File: src/sv/sts_pkg.sv
// package for the source token scanner: modes, kinds, error codes, keyword match
package sts_pkg;

  typedef enum logic [12:0] {
    M_IDLE       = 13'h0001,
    M_IDENT      = 13'h0002,
    M_NUMBER     = 13'h0004,
    M_OP         = 13'h0008,
    M_LINE       = 13'h0010,
    M_BLOCK      = 13'h0020,
    M_BLOCK_STAR = 13'h0040,
    M_CHAR_OPEN  = 13'h0080,
    M_CHAR_ESC   = 13'h0100,
    M_CHAR_CLOSE = 13'h0200,
    M_STRING     = 13'h0400,
    M_STRING_ESC = 13'h0800,
    M_ERROR      = 13'h1000
  } mode_e;

  localparam logic [5:0] K_EOF    = 6'd0;
  localparam logic [5:0] K_INT    = 6'd1;
  localparam logic [5:0] K_STRING = 6'd2;
  localparam logic [5:0] K_IDENT  = 6'd3;
  localparam logic [5:0] K_LPAREN  = 6'd4;
  localparam logic [5:0] K_RPAREN  = 6'd5;
  localparam logic [5:0] K_LBRACE  = 6'd6;
  localparam logic [5:0] K_RBRACE  = 6'd7;
  localparam logic [5:0] K_LBRACK  = 6'd8;
  localparam logic [5:0] K_RBRACK  = 6'd9;
  localparam logic [5:0] K_SEMI    = 6'd10;
  localparam logic [5:0] K_COLON   = 6'd11;
  localparam logic [5:0] K_COMMA   = 6'd12;
  localparam logic [5:0] K_DOT     = 6'd13;
  localparam logic [5:0] K_PLUS    = 6'd14;
  localparam logic [5:0] K_MINUS   = 6'd15;
  localparam logic [5:0] K_STAR    = 6'd16;
  localparam logic [5:0] K_SLASH   = 6'd17;
  localparam logic [5:0] K_PERCENT = 6'd18;
  localparam logic [5:0] K_ASSIGN  = 6'd19;
  localparam logic [5:0] K_EQ      = 6'd20;
  localparam logic [5:0] K_ADD_EQ  = 6'd21;
  localparam logic [5:0] K_SUB_EQ  = 6'd22;
  localparam logic [5:0] K_MUL_EQ  = 6'd23;
  localparam logic [5:0] K_DIV_EQ  = 6'd24;
  localparam logic [5:0] K_MOD_EQ  = 6'd25;
  localparam logic [5:0] K_INC     = 6'd26;
  localparam logic [5:0] K_DEC     = 6'd27;
  localparam logic [5:0] K_NE      = 6'd28;
  localparam logic [5:0] K_LT      = 6'd29;
  localparam logic [5:0] K_LE      = 6'd30;
  localparam logic [5:0] K_GT      = 6'd31;
  localparam logic [5:0] K_GE      = 6'd32;
  localparam logic [5:0] K_NOT     = 6'd33;
  localparam logic [5:0] K_AMP     = 6'd34;
  localparam logic [5:0] K_AND     = 6'd35;
  localparam logic [5:0] K_OR      = 6'd36;
  localparam logic [5:0] K_ARROW   = 6'd37;
  localparam logic [5:0] K_KW0    = 6'd38;
  localparam logic [5:0] K_ERROR  = 6'd55;

  localparam logic [3:0] E_NONE       = 4'd0;
  localparam logic [3:0] E_BLOCK      = 4'd1;
  localparam logic [3:0] E_CHAR_OPEN  = 4'd2;
  localparam logic [3:0] E_CHAR_ESC   = 4'd3;
  localparam logic [3:0] E_CHAR_CLOSE = 4'd4;
  localparam logic [3:0] E_STRING     = 4'd5;
  localparam logic [3:0] E_STR_ESC    = 4'd6;
  localparam logic [3:0] E_STR_BADESC = 4'd7;
  localparam logic [3:0] E_UNEXPECTED = 4'd8;

  localparam int unsigned KwCount  = 17;
  localparam int unsigned KwMaxLen = 10;

  // keywords packed as up to ten bytes, first byte in the low byte
  typedef logic [KwMaxLen*8-1:0] kw_text_t;

  localparam kw_text_t KW_TEXT [KwCount] = '{
    80'h6f61636e7566, 80'h6f726965746e69, 80'h657265746361726163,
    80'h6f697a6176, 80'h6573, 80'h6f616e6573, 80'h6f746e6175716e65,
    80'h61726170, 80'h72616e726f746572, 80'h617275747572747365,
    80'h6f6c756e, 80'h65645f6f686e616d6174, 80'h7265686c6f637365,
    80'h6f736163, 80'h7261726170, 80'h7261756e69746e6f63,
    80'h61636166
  };
  localparam logic [3:0] KW_LEN [KwCount] = '{
    4'd6, 4'd7, 4'd9, 4'd5, 4'd2, 4'd5, 4'd8, 4'd4, 4'd8, 4'd9,
    4'd4, 4'd10, 4'd8, 4'd4, 4'd5, 4'd9, 4'd4
  };

  typedef struct packed {
    logic [5:0]  kind;
    logic [62:0] value;
    logic [15:0] len;
    logic [15:0] line;
    logic [15:0] col;
    logic [3:0]  err;
    logic        ovf;
  } tok_t;

  function automatic logic is_alpha(input logic [7:0] b);
    return (b >= 8'h61 && b <= 8'h7a) || (b >= 8'h41 && b <= 8'h5a) || b == 8'h5f;
  endfunction

  function automatic logic is_digit(input logic [7:0] b);
    return b >= 8'h30 && b <= 8'h39;
  endfunction

  function automatic logic is_space(input logic [7:0] b);
    return b == 8'h20 || b == 8'h09 || b == 8'h0d || b == 8'h0a;
  endfunction

  // decoded escape; bit 8 set when the escape is known
  function automatic logic [8:0] escape_val(input logic [7:0] b);
    logic [8:0] r;
    r = '0;
    case (b)
      8'h6e: r = {1'b1, 8'h0a};
      8'h74: r = {1'b1, 8'h09};
      8'h72: r = {1'b1, 8'h0d};
      8'h30: r = {1'b1, 8'h00};
      8'h5c: r = {1'b1, 8'h5c};
      8'h27: r = {1'b1, 8'h27};
      8'h22: r = {1'b1, 8'h22};
      default: r = '0;
    endcase
    return r;
  endfunction

endpackage

File: src/sv/source_token_scanner.sv
// source token scanner: byte-stream lexer for a small C-like language
//
// input channel: one source byte per beat on src_byte_i; a zero byte ends
// the source, emits an eof token and returns the scanner to its reset state.
// output channel: token beats, each field on its own port; last_o marks the
// final token caused by one input byte. One byte causes zero, one or two
// tokens (a token that ends only when the next byte is seen, or an error, then
// a token, error or eof caused by that byte).
// a token is registered and appears in the cycle after the byte completing it.
// throughput: one byte per cycle; the scanner state and the token for each
// byte are computed in a single pass from the byte. The input stalls only
// while the second token of a two-token byte drains or while the receiver
// stalls.
// reset: clears mode, position counters and the output queue; the identifier
// buffer holds no reset value and is only read where written.
// receiver stall: up to two pending tokens sit in the output queue; the input
// is stalled whenever the queue cannot take a byte's worth of tokens.
module source_token_scanner #(
  parameter int unsigned KEYWORD_BUF_LEN = 10,
  parameter int unsigned POSITION_BITS   = 16
) (
  input  logic        clk_i,
  input  logic        rst_ni,
  input  logic        src_byte_valid_i,
  output logic        src_byte_stall_o,
  input  logic [7:0]  src_byte_i,
  output logic        tok_valid_o,
  input  logic        tok_stall_i,
  output logic [5:0]  token_kind_o,
  output logic [62:0] value_o,
  output logic [15:0] token_length_o,
  output logic [15:0] first_line_o,
  output logic [15:0] first_col_o,
  output logic [3:0]  error_code_o,
  output logic        overflow_o,
  output logic        last_o
);
  import sts_pkg::*;

  localparam logic [POSITION_BITS-1:0] PosMax = '1;
  localparam logic [POSITION_BITS-1:0] PosOne = POSITION_BITS'(1);
  localparam logic [62:0] ValMax = '1;
  localparam logic [62:0] ValLim = ValMax / 63'd10;  // above this a digit overflows
  localparam int unsigned BufIdx = $clog2(KEYWORD_BUF_LEN);

  // scanner state
  mode_e                    mode_q, mode_d;
  logic [POSITION_BITS-1:0] line_q, line_d, col_q, col_d;
  logic [POSITION_BITS-1:0] tline_q, tline_d, tcol_q, tcol_d;
  logic [15:0]              tlen_q, tlen_d;
  logic [62:0]              acc_q, acc_d;
  logic                     ovf_q, ovf_d;
  logic [7:0]               pend_q, pend_d;
  logic [7:0]               ibuf_q [KEYWORD_BUF_LEN];
  logic                     ibuf_we;
  logic [BufIdx-1:0]        ibuf_wa;
  logic [7:0]               ibuf_wd;

  // two-entry output queue, entry 0 at the head
  tok_t       oq_q [2];
  logic [1:0] olast_q;
  logic [1:0] ocnt_q;

  // per-byte results
  tok_t       r0, r1;
  logic [1:0] rn;

  logic acc_in;
  logic [7:0] b;
  assign b = src_byte_i;

  // output queue only takes a byte when both slots can drain into place
  logic pop;
  assign tok_valid_o = ocnt_q != 2'd0;
  assign pop = tok_valid_o && !tok_stall_i;
  assign src_byte_stall_o = (ocnt_q == 2'd2) || (ocnt_q == 2'd1 && !pop);
  assign acc_in = src_byte_valid_i && !src_byte_stall_o;

  function automatic logic [15:0] pos16(input logic [POSITION_BITS-1:0] p);
    logic [31:0] w;
    w = 32'(p);
    return w[15:0];
  endfunction

  // keyword match against the identifier buffer plus length
  logic [5:0] ident_kind;
  always_comb begin
    logic hit;
    ident_kind = K_IDENT;
    for (int k = KwCount - 1; k >= 0; k--) begin
      hit = tlen_q == 16'(KW_LEN[k]);
      for (int j = 0; j < KwMaxLen; j++) begin
        if (j < KW_LEN[k] && j < KEYWORD_BUF_LEN) begin
          if (ibuf_q[j] != KW_TEXT[k][j*8 +: 8]) hit = 1'b0;
        end
      end
      if (hit) ident_kind = K_KW0 + 6'(k);
    end
  end

  // digit accumulate: x*10 plus the digit, saturating
  logic [62:0] acc_next;
  logic        acc_sat;
  always_comb begin
    logic [66:0] t;
    logic [3:0]  d;
    d = 4'(b - 8'h30);
    t = {4'b0, acc_q} * 67'd10 + 67'(d);
    acc_sat  = (acc_q > ValLim) || (t > 67'(ValMax));
    acc_next = acc_sat ? ValMax : t[62:0];
  end

  always_comb begin
    tok_t t;
    logic       do_idle;
    logic [5:0] two, one;
    logic [8:0] esc;
    logic [15:0] tlen_inc;
    mode_d  = mode_q;
    tline_d = tline_q;
    tcol_d  = tcol_q;
    tlen_d  = tlen_q;
    acc_d   = acc_q;
    ovf_d   = ovf_q;
    pend_d  = pend_q;
    ibuf_we = 1'b0;
    ibuf_wa = '0;
    ibuf_wd = b;
    r0 = '0;
    r1 = '0;
    rn = 2'd0;
    do_idle = 1'b0;
    two = '0;
    one = '0;
    esc = escape_val(b);
    tlen_inc = (tlen_q != 16'hffff) ? tlen_q + 16'd1 : tlen_q;
    t = '0;
    t.line = pos16(tline_q);
    t.col  = pos16(tcol_q);

    unique case (mode_q)
      M_IDENT: begin
        if (is_alpha(b) || is_digit(b)) begin
          if (tlen_q < 16'(KEYWORD_BUF_LEN)) begin
            ibuf_we = 1'b1;
            ibuf_wa = tlen_q[BufIdx-1:0];
          end
          tlen_d = tlen_inc;
        end else begin
          t.kind = (tlen_q <= 16'(KEYWORD_BUF_LEN)) ? ident_kind : K_IDENT;
          t.len  = tlen_q;
          r0 = t; rn = 2'd1;
          do_idle = 1'b1;
        end
      end
      M_NUMBER: begin
        if (is_digit(b)) begin
          acc_d = acc_next;
          if (acc_sat) ovf_d = 1'b1;
          tlen_d = tlen_inc;
        end else begin
          t.kind = K_INT; t.value = acc_q; t.len = tlen_q; t.ovf = ovf_q;
          r0 = t; rn = 2'd1;
          do_idle = 1'b1;
        end
      end
      M_OP: begin
        case (pend_q)
          8'h2b: begin
            two = b == 8'h2b ? K_INC : b == 8'h3d ? K_ADD_EQ : 6'd0;
            one = K_PLUS;
          end
          8'h2d: begin
            two = b == 8'h3e ? K_ARROW : b == 8'h2d ? K_DEC : b == 8'h3d ? K_SUB_EQ : 6'd0;
            one = K_MINUS;
          end
          8'h2a: begin two = b == 8'h3d ? K_MUL_EQ : 6'd0; one = K_STAR; end
          8'h2f: begin two = b == 8'h3d ? K_DIV_EQ : 6'd0; one = K_SLASH; end
          8'h25: begin two = b == 8'h3d ? K_MOD_EQ : 6'd0; one = K_PERCENT; end
          8'h3d: begin two = b == 8'h3d ? K_EQ : 6'd0; one = K_ASSIGN; end
          8'h21: begin two = b == 8'h3d ? K_NE : 6'd0; one = K_NOT; end
          8'h3c: begin two = b == 8'h3d ? K_LE : 6'd0; one = K_LT; end
          8'h3e: begin two = b == 8'h3d ? K_GE : 6'd0; one = K_GT; end
          8'h26: begin two = b == 8'h26 ? K_AND : 6'd0; one = K_AMP; end
          8'h7c: begin two = b == 8'h7c ? K_OR : 6'd0; one = 6'd0; end
          default: begin two = 6'd0; one = 6'd0; end
        endcase
        if (pend_q == 8'h2f && b == 8'h2f) begin
          mode_d = M_LINE;
        end else if (pend_q == 8'h2f && b == 8'h2a) begin
          mode_d = M_BLOCK;
        end else if (two != 6'd0) begin
          t.kind = two; t.len = 16'd2;
          r0 = t; rn = 2'd1;
          mode_d = M_IDLE;
        end else if (one == 6'd0) begin
          t.kind = K_ERROR; t.err = E_UNEXPECTED;
          r0 = t; rn = 2'd1;
          mode_d = M_ERROR;
        end else begin
          t.kind = one; t.len = 16'd1;
          r0 = t; rn = 2'd1;
          do_idle = 1'b1;
        end
      end
      M_LINE: begin
        if (b == 8'h0a || b == 8'h00) do_idle = 1'b1;
      end
      M_BLOCK, M_BLOCK_STAR: begin
        if (b == 8'h00) begin
          t.kind = K_ERROR; t.err = E_BLOCK;
          r0 = t; rn = 2'd1; mode_d = M_ERROR;
        end else if (b == 8'h2a) mode_d = M_BLOCK_STAR;
        else if (b == 8'h2f && mode_q == M_BLOCK_STAR) mode_d = M_IDLE;
        else mode_d = M_BLOCK;
      end
      M_CHAR_OPEN: begin
        if (b == 8'h00 || b == 8'h0a) begin
          t.kind = K_ERROR; t.err = E_CHAR_OPEN;
          r0 = t; rn = 2'd1; mode_d = M_ERROR;
        end else if (b == 8'h5c) begin
          tlen_d = tlen_inc; mode_d = M_CHAR_ESC;
        end else begin
          pend_d = b; tlen_d = tlen_inc; mode_d = M_CHAR_CLOSE;
        end
      end
      M_CHAR_ESC: begin
        if (!esc[8]) begin
          t.kind = K_ERROR; t.err = E_CHAR_ESC;
          t.line = pos16(line_q); t.col = pos16(col_q);
          r0 = t; rn = 2'd1; mode_d = M_ERROR;
        end else begin
          pend_d = esc[7:0]; tlen_d = tlen_inc; mode_d = M_CHAR_CLOSE;
        end
      end
      M_CHAR_CLOSE: begin
        if (b == 8'h27) begin
          tlen_d = tlen_inc;
          t.kind = K_INT; t.value = 63'(pend_q); t.len = tlen_inc;
          r0 = t; rn = 2'd1; mode_d = M_IDLE;
        end else begin
          t.kind = K_ERROR; t.err = E_CHAR_CLOSE;
          t.line = pos16(line_q); t.col = pos16(col_q);
          r0 = t; rn = 2'd1; mode_d = M_ERROR;
        end
      end
      M_STRING: begin
        if (b == 8'h00 || b == 8'h0a) begin
          t.kind = K_ERROR; t.err = E_STRING;
          r0 = t; rn = 2'd1; mode_d = M_ERROR;
        end else begin
          tlen_d = tlen_inc;
          if (b == 8'h22) begin
            t.kind = K_STRING; t.len = tlen_inc;
            r0 = t; rn = 2'd1; mode_d = M_IDLE;
          end else if (b == 8'h5c) mode_d = M_STRING_ESC;
        end
      end
      M_STRING_ESC: begin
        if (b == 8'h00 || b == 8'h0a) begin
          t.kind = K_ERROR; t.err = E_STR_ESC;
          r0 = t; rn = 2'd1; mode_d = M_ERROR;
        end else if (!esc[8]) begin
          t.kind = K_ERROR; t.err = E_STR_BADESC;
          t.line = pos16(line_q); t.col = pos16(col_q);
          r0 = t; rn = 2'd1; mode_d = M_ERROR;
        end else begin
          tlen_d = tlen_inc; mode_d = M_STRING;
        end
      end
      M_ERROR: mode_d = M_ERROR;
      default: do_idle = 1'b1;
    endcase

    // idle handling of the current byte, possibly after a finished token
    if (do_idle) begin
      tok_t u;
      u = '0;
      u.line = pos16(line_q);
      u.col  = pos16(col_q);
      mode_d = M_IDLE;
      if (b == 8'h00) begin
        u.kind = K_EOF;
      end else if (is_space(b)) begin
        u.kind = K_EOF;
      end else if (is_alpha(b)) begin
        mode_d = M_IDENT; tline_d = line_q; tcol_d = col_q; tlen_d = 16'd1;
        ibuf_we = 1'b1; ibuf_wa = '0;
      end else if (is_digit(b)) begin
        mode_d = M_NUMBER; tline_d = line_q; tcol_d = col_q; tlen_d = 16'd1;
        acc_d = 63'(b - 8'h30); ovf_d = 1'b0;
      end else if (b == 8'h27) begin
        mode_d = M_CHAR_OPEN; tline_d = line_q; tcol_d = col_q; tlen_d = 16'd1;
      end else if (b == 8'h22) begin
        mode_d = M_STRING; tline_d = line_q; tcol_d = col_q; tlen_d = 16'd1;
      end else begin
        tline_d = line_q; tcol_d = col_q; tlen_d = 16'd1;
        u.len = 16'd1;
        case (b)
          8'h28: u.kind = K_LPAREN;
          8'h29: u.kind = K_RPAREN;
          8'h7b: u.kind = K_LBRACE;
          8'h7d: u.kind = K_RBRACE;
          8'h5b: u.kind = K_LBRACK;
          8'h5d: u.kind = K_RBRACK;
          8'h3b: u.kind = K_SEMI;
          8'h3a: u.kind = K_COLON;
          8'h2c: u.kind = K_COMMA;
          8'h2e: u.kind = K_DOT;
          8'h2b, 8'h2d, 8'h2a, 8'h2f, 8'h25, 8'h3d, 8'h21, 8'h3c, 8'h3e,
          8'h26, 8'h7c: begin
            mode_d = M_OP; pend_d = b; u.kind = K_EOF;
          end
          default: begin
            u.kind = K_ERROR; u.err = E_UNEXPECTED; u.len = 16'd0;
            mode_d = M_ERROR;
          end
        endcase
      end
      // idle path emits when eof, a one-byte punctuation token or an error
      if (b == 8'h00 || (u.kind != K_EOF)) begin
        if (rn == 2'd0) begin r0 = u; rn = 2'd1; end
        else begin r1 = u; rn = 2'd2; end
      end
    end

    // end of source: eof if not already given, then back to reset state
    if (b == 8'h00) begin
      if (!do_idle) begin
        t = '0; t.kind = K_EOF;
        t.line = pos16(line_q); t.col = pos16(col_q);
        if (rn == 2'd0) begin r0 = t; rn = 2'd1; end
        else begin r1 = t; rn = 2'd2; end
      end
      mode_d = M_IDLE; tline_d = PosOne; tcol_d = PosOne; tlen_d = '0;
      acc_d = '0; ovf_d = 1'b0; pend_d = '0;
      line_d = PosOne; col_d = PosOne;
    end else if (b == 8'h0a) begin
      line_d = (line_q != PosMax) ? line_q + PosOne : line_q;
      col_d  = PosOne;
    end else begin
      line_d = line_q;
      col_d  = (col_q != PosMax) ? col_q + PosOne : col_q;
    end
  end

  always_ff @(posedge clk_i or negedge rst_ni) begin
    if (!rst_ni) begin
      mode_q  <= M_IDLE;
      line_q  <= PosOne;
      col_q   <= PosOne;
      tline_q <= PosOne;
      tcol_q  <= PosOne;
      tlen_q  <= '0;
      acc_q   <= '0;
      ovf_q   <= 1'b0;
      pend_q  <= '0;
    end else if (acc_in) begin
      mode_q  <= mode_d;
      line_q  <= line_d;
      col_q   <= col_d;
      tline_q <= tline_d;
      tcol_q  <= tcol_d;
      tlen_q  <= tlen_d;
      acc_q   <= acc_d;
      ovf_q   <= ovf_d;
      pend_q  <= pend_d;
    end
  end

  // identifier buffer, no reset
  always_ff @(posedge clk_i) begin
    if (acc_in && ibuf_we) ibuf_q[ibuf_wa] <= ibuf_wd;
  end

  // output queue: shift on pop, append the byte's tokens behind what stays
  always_ff @(posedge clk_i or negedge rst_ni) begin
    if (!rst_ni) begin
      ocnt_q  <= 2'd0;
      olast_q <= '0;
    end else begin
      logic [1:0] keep;
      keep = ocnt_q - {1'b0, pop};
      if (acc_in && rn != 2'd0) begin
        if (keep == 2'd0) begin
          olast_q <= (rn == 2'd2) ? 2'b10 : 2'b01;
        end else begin
          olast_q <= {1'b1, olast_q[1]};
        end
        ocnt_q <= keep + rn;
      end else begin
        if (pop) olast_q <= {1'b0, olast_q[1]};
        ocnt_q <= keep;
      end
    end
  end

  // a byte is only taken when the queue empties this cycle, so it loads from the head
  always_ff @(posedge clk_i) begin
    if (acc_in && rn != 2'd0) begin
      oq_q[0] <= r0;
      oq_q[1] <= r1;
    end else if (pop) begin
      oq_q[0] <= oq_q[1];
    end
  end

  assign token_kind_o   = oq_q[0].kind;
  assign value_o        = oq_q[0].value;
  assign token_length_o = oq_q[0].len;
  assign first_line_o   = oq_q[0].line;
  assign first_col_o    = oq_q[0].col;
  assign error_code_o   = oq_q[0].err;
  assign overflow_o     = oq_q[0].ovf;
  assign last_o         = olast_q[0];

  // queue never overfills
  assert property (@(posedge clk_i) disable iff (!rst_ni) ocnt_q != 2'd3)
    else $error("output queue overfilled");
  // an error token always carries a code, other tokens carry none
  assert property (@(posedge clk_i) disable iff (!rst_ni)
    tok_valid_o |-> ((token_kind_o == K_ERROR) == (error_code_o != E_NONE)))
    else $error("error code mismatch");
  // a zero byte always leaves the scanner idle at line one
  assert property (@(posedge clk_i) disable iff (!rst_ni)
    (acc_in && src_byte_i == 8'h00) |=> (mode_q == M_IDLE && line_q == PosOne))
    else $error("end of source did not restart");
  // two queued tokens: the head is never last
  assert property (@(posedge clk_i) disable iff (!rst_ni)
    (ocnt_q == 2'd2) |-> !olast_q[0])
    else $error("head marked last with a token behind it");

endmodule

File: config.mk
export PLATFORM = sky130hd
export DESIGN_NAME = source_token_scanner
export DESIGN_NICKNAME = d
export VERILOG_FILES = /design/src/sv/sts_pkg.sv /design/src/sv/source_token_scanner.sv
export SDC_FILE = /design/constraint.sdc
export NUM_CORES = 1
export LEC_CHECK = 0
export ABC_AREA = 0
export ABC_CLOCK_PERIOD_IN_PS = 16600
export BUFFER_PORTS_ARGS = -buffer_cell sky130_fd_sc_hd__clkbuf_2
export CAP_MARGIN = 20
export CORE_MARGIN = 4
export CORE_UTILIZATION = 50
export DETAILED_ROUTE_END_ITERATION = 12
export GPL_TIMING_DRIVEN = 0
export PLACE_DENSITY = 0.64
export SLEW_MARGIN = 20
export SYNTH_ARGS = -nofsm -noshare
export SYNTH_HDL_FRONTEND = slang
export SYNTH_SLANG_ARGS = --single-unit
File: constraint.sdc
create_clock -name clk_i -period 16.6 [get_ports clk_i]
set_input_delay 2.49 -clock clk_i [delete_from_list [all_inputs] [get_ports clk_i]]
set_output_delay 2.49 -clock clk_i [all_outputs]
set_load 0.01 [all_outputs]
==> results_dict.tcl <==
set metrics [dict create \
    tightest_slew_ns 1.20 \
    hold_buffers 0 \
    synth.area.top_cells "edfxtp_1, dfrtp_1, ha_1" \
    leakagePower_nw 11.9 \
    cts_tree "done" \
    synth_edf_count 241 \
    crit_path_end "oq_q[0][60]$_SDFFCE_PP0P_" \
    netlist.area_leader.share_pct 25.9 \
    drc 0 \
    clock_power_share_pct 18.4 \
    synth_common_cells "nor2_1, nand2_1, edfxtp_1, a21oi_1, o21ai_0" \
    relSlewSlack_pct 19.0 \
    combinationalPowerShare_pct 48.1 \
    place.gp.congestion 0.991 \
    multi_input_area_um2 15600 \
    p_int_mw 2.71 \
    min_period_over_period_pct 55.2 \
    fin_crit_ns 9.16 \
    fin_area_um2 31100 \
    drt-vias-per-instance 6.44 \
    slowest_delay_ns 0.70 \
    cp_top_family "buffers and inverters" \
    vdd.ir_drop.worst_mv 0.0925 \
    drtAntennaViolNets 0 \
    yosysWarnings 0 \
    avgSynthCellArea_um2 8.78 \
    antenna_found_initial 0 \
    wl_mm 99.5 \
    wire_per_inst_um 23.9 \
    path_buf_inv 7 \
    finalClockSkew_ns 0.0168 \
    path_max_fanout 16 \
    synthArstFlopShare_pct 41.2 \
    r2r-end "acc_q[60]$_DFFE_PN0P_" \
    core_um2 55200 \
    post_dp_cell_area_um2 29800 \
    cts_buffers 42 \
    syn_to_final_growth_pct 11.3 \
    globalRouteOverflowTotal 0 \
    fillers 5045 \
    status "finished, final reports clean" \
    ys.flop_type "edfxtp_1" \
    h-tree-depth 2 \
    initial_core_util_pct 50.6 \
    slowest_stage "o21ai_0" \
    cp.arrival_ns 9.42 \
    preCtsSetupSlack_ns 7.14 \
    port_buffers 136 \
    p_seq_share_pct 33.5 \
    clock-sinks 410 \
    critPathRequiredTime_ns 16.85 \
    synth_cell_types 99 \
    max_clock_freq_ghz 0.109 \
    regArea_um2 11500 \
    gr-usage-all-layers_pct 32.4 \
    path_clk_slew_ns 0.06 \
    hp-class "reg2reg" \
    path_cells "clkbuf_2 > ha_1 > clkbuf_1 > nand3b_1 > o221ai_1 > nor3_1 > o21ai_0 > and3_1 > clkbuf_1 > inv_1 > ha_1 > nor3_1 > a211o_1 > clkbuf_1 > nand2_1 > nand2_1 > clkbuf_1 > buf_1 > nor2_1" \
    dp_hpwl_mm 77.3 \
    synth-seq-area-share_pct 41.1 \
    rsz0062_at_grt "false" \
    dr_total_vias 26758 \
    diodes 0 \
    p_per_area_nw_per_um2 160 \
    grt_pass1_wl_mm 153 \
    critPathCaptureType "register" \
    synth.most_common_cell "nor2_1" \
    utilization_pct 56.3 \
    r2r_slack_ns 9.20 \
    first_pass_iters 7 \
    ys_ff_latch 410 \
    dieWidth_um 244 \
    crit_top_cell "clkbuf_1" \
    synth_top_area_cell "edfxtp_1" \
    total_power_mw 4.98 \
    startpoint "src_byte_i[4]" \
    drt-initial-drc-count 2296 \
    slew_violations 0 \
    drive_above_1_share_pct 9.13 \
    r2r_cells 20 \
    hold_viol_final 0 \
    cts_setup_buffers 0 \
    die_area_um2 59700 \
    clock_path_buffers 3 \
    cp-start-kind "primary input" \
    setup_ws_ns 7.44 \
    layout.nets 3526 \
    p_switching_mw 2.27 \
    cts_resized 0 \
    cts_root_buf "clkbuf_16" \
    cp_num_cells 19 \
    r2r_start "acc_q[7]$_DFFE_PN0P_" \
    grt_max_degree 74 \
    switching_share_pct 45.5 \
    setup_viol 0 \
    grt_pass1_vias 26315 \
    critical_path_class "in2reg" \
    rows 86 \
    synth_fp_nets 3337 \
    ioPinCount 137 \
    finalSetupTns_ns 0 \
    die_h_um 244 \
    insertion_delay_ns 0.56 \
    syn_area_um2 27900 \
    timing.max_cap.violations 0 \
    synthCells 3184 \
]
## cell type report
type / instances / share of cell area [%]
multi-input combinational: 2536 / 50.0
sequential: 410 / 36.9
clock buffer: 58 / 3.67
tap: 748 / 3.01
timing repair buffer: 145 / 2.69
buffer: 189 / 2.54
inverter: 49 / 0.592
clock inverter: 19 / 0.559
## how the worst min path moves through the flow
stage | startpoint | endpoint | slack, ns | cells after the start
after floorplan | ovf_q$_DFFE_PN0P_ | ovf_q$_DFFE_PN0P_ | 0.44 | 2
after global placement | ovf_q$_DFFE_PN0P_ | ovf_q$_DFFE_PN0P_ | 0.46 | 2
after detailed placement | tline_q[0]$_DFFE_PN1P_ | tline_q[0]$_DFFE_PN1P_ | 0.48 | 2
after CTS | tline_q[0]$_DFFE_PN1P_ | tline_q[0]$_DFFE_PN1P_ | 0.49 | 2
after global routing | tcol_q[0]$_DFFE_PN1P_ | tcol_q[0]$_DFFE_PN1P_ | 0.51 | 2
final | tline_q[0]$_DFFE_PN1P_ | tline_q[0]$_DFFE_PN1P_ | 0.50 | 2
## stage by stage
stage / instances / hold WS (ns)
after detailed placement: 4077 / 0.482
after floorplan: 3184 / 0.442
after global routing: 4154 / 0.509
after CTS: 4154 / 0.494
after global placement: 4068 / 0.459
final: 4154 / 0.497
## state kept, by name (all words and copies together), names as in the netlist
register  count
ovf_q         1
line_q       16
acc_q        63
ocnt_q        2
mode_q       13
olast_q       2
tline_q      16
pend_q        8
col_q        16
tcol_q       16
oq_q        161
ibuf_q       80
tlen_q       16
## kinds of logic (layout without fill, tap and decap cells)
family | Yosys count | in the layout | synth area share [%]
mux | 13 | 13 | 0.493
flops | 410 | 410 | 41.1
simple gates | 1433 | 1433 | 25.7
compound gates | 817 | 817 | 18.8
fa+ha+maj | 141 | 141 | 6.37
xor+xnor | 132 | 132 | 4.14
buf+inv | 238 | 460 | 3.49
## power by group through the flow
stage | Sequential [mW] | Clock (mW) | Combinational (mW)
after global placement | 1.71 | 0 | 2.27
after floorplan | 1.67 | 0 | 1.50
after CTS | 1.66 | 0.926 | 2.36
after global routing | 1.69 | 0.970 | 2.62
final | 1.67 | 0.916 | 2.40
after detailed placement | 1.68 | 0 | 2.35
## cells in the final DEF, fill, tap and decap left out, types with 47 or more instances in the layout
master and count:
a21oi_1 223, and2_1 105, clkbuf_1 159, clkbuf_2 136
dfrtp_1 164, edfxtp_1 241, ha_1 139, inv_1 47
nand2_1 303, nand3_1 115, nand4_1 86, nor2_1 405
nor3_1 123, o21ai_0 223, xnor2_1 67, xor2_1 65
## tightest hold or removal path: stages (launching register included)
cell and delay, ns:
dfstp_2 0.37, inv_1 0.05, a22oi_1 0.07
## per-layer routing
metal	wire (um)	GRT usage [%]	part of all wire, %
met5	0	0	0
met2	47700	55.1	48
met4	5160	15.3	5.2
met1	40100	41.0	40
met3	6490	4.40	6.5
No activity file was read; power rests on OpenSTA's default activity.
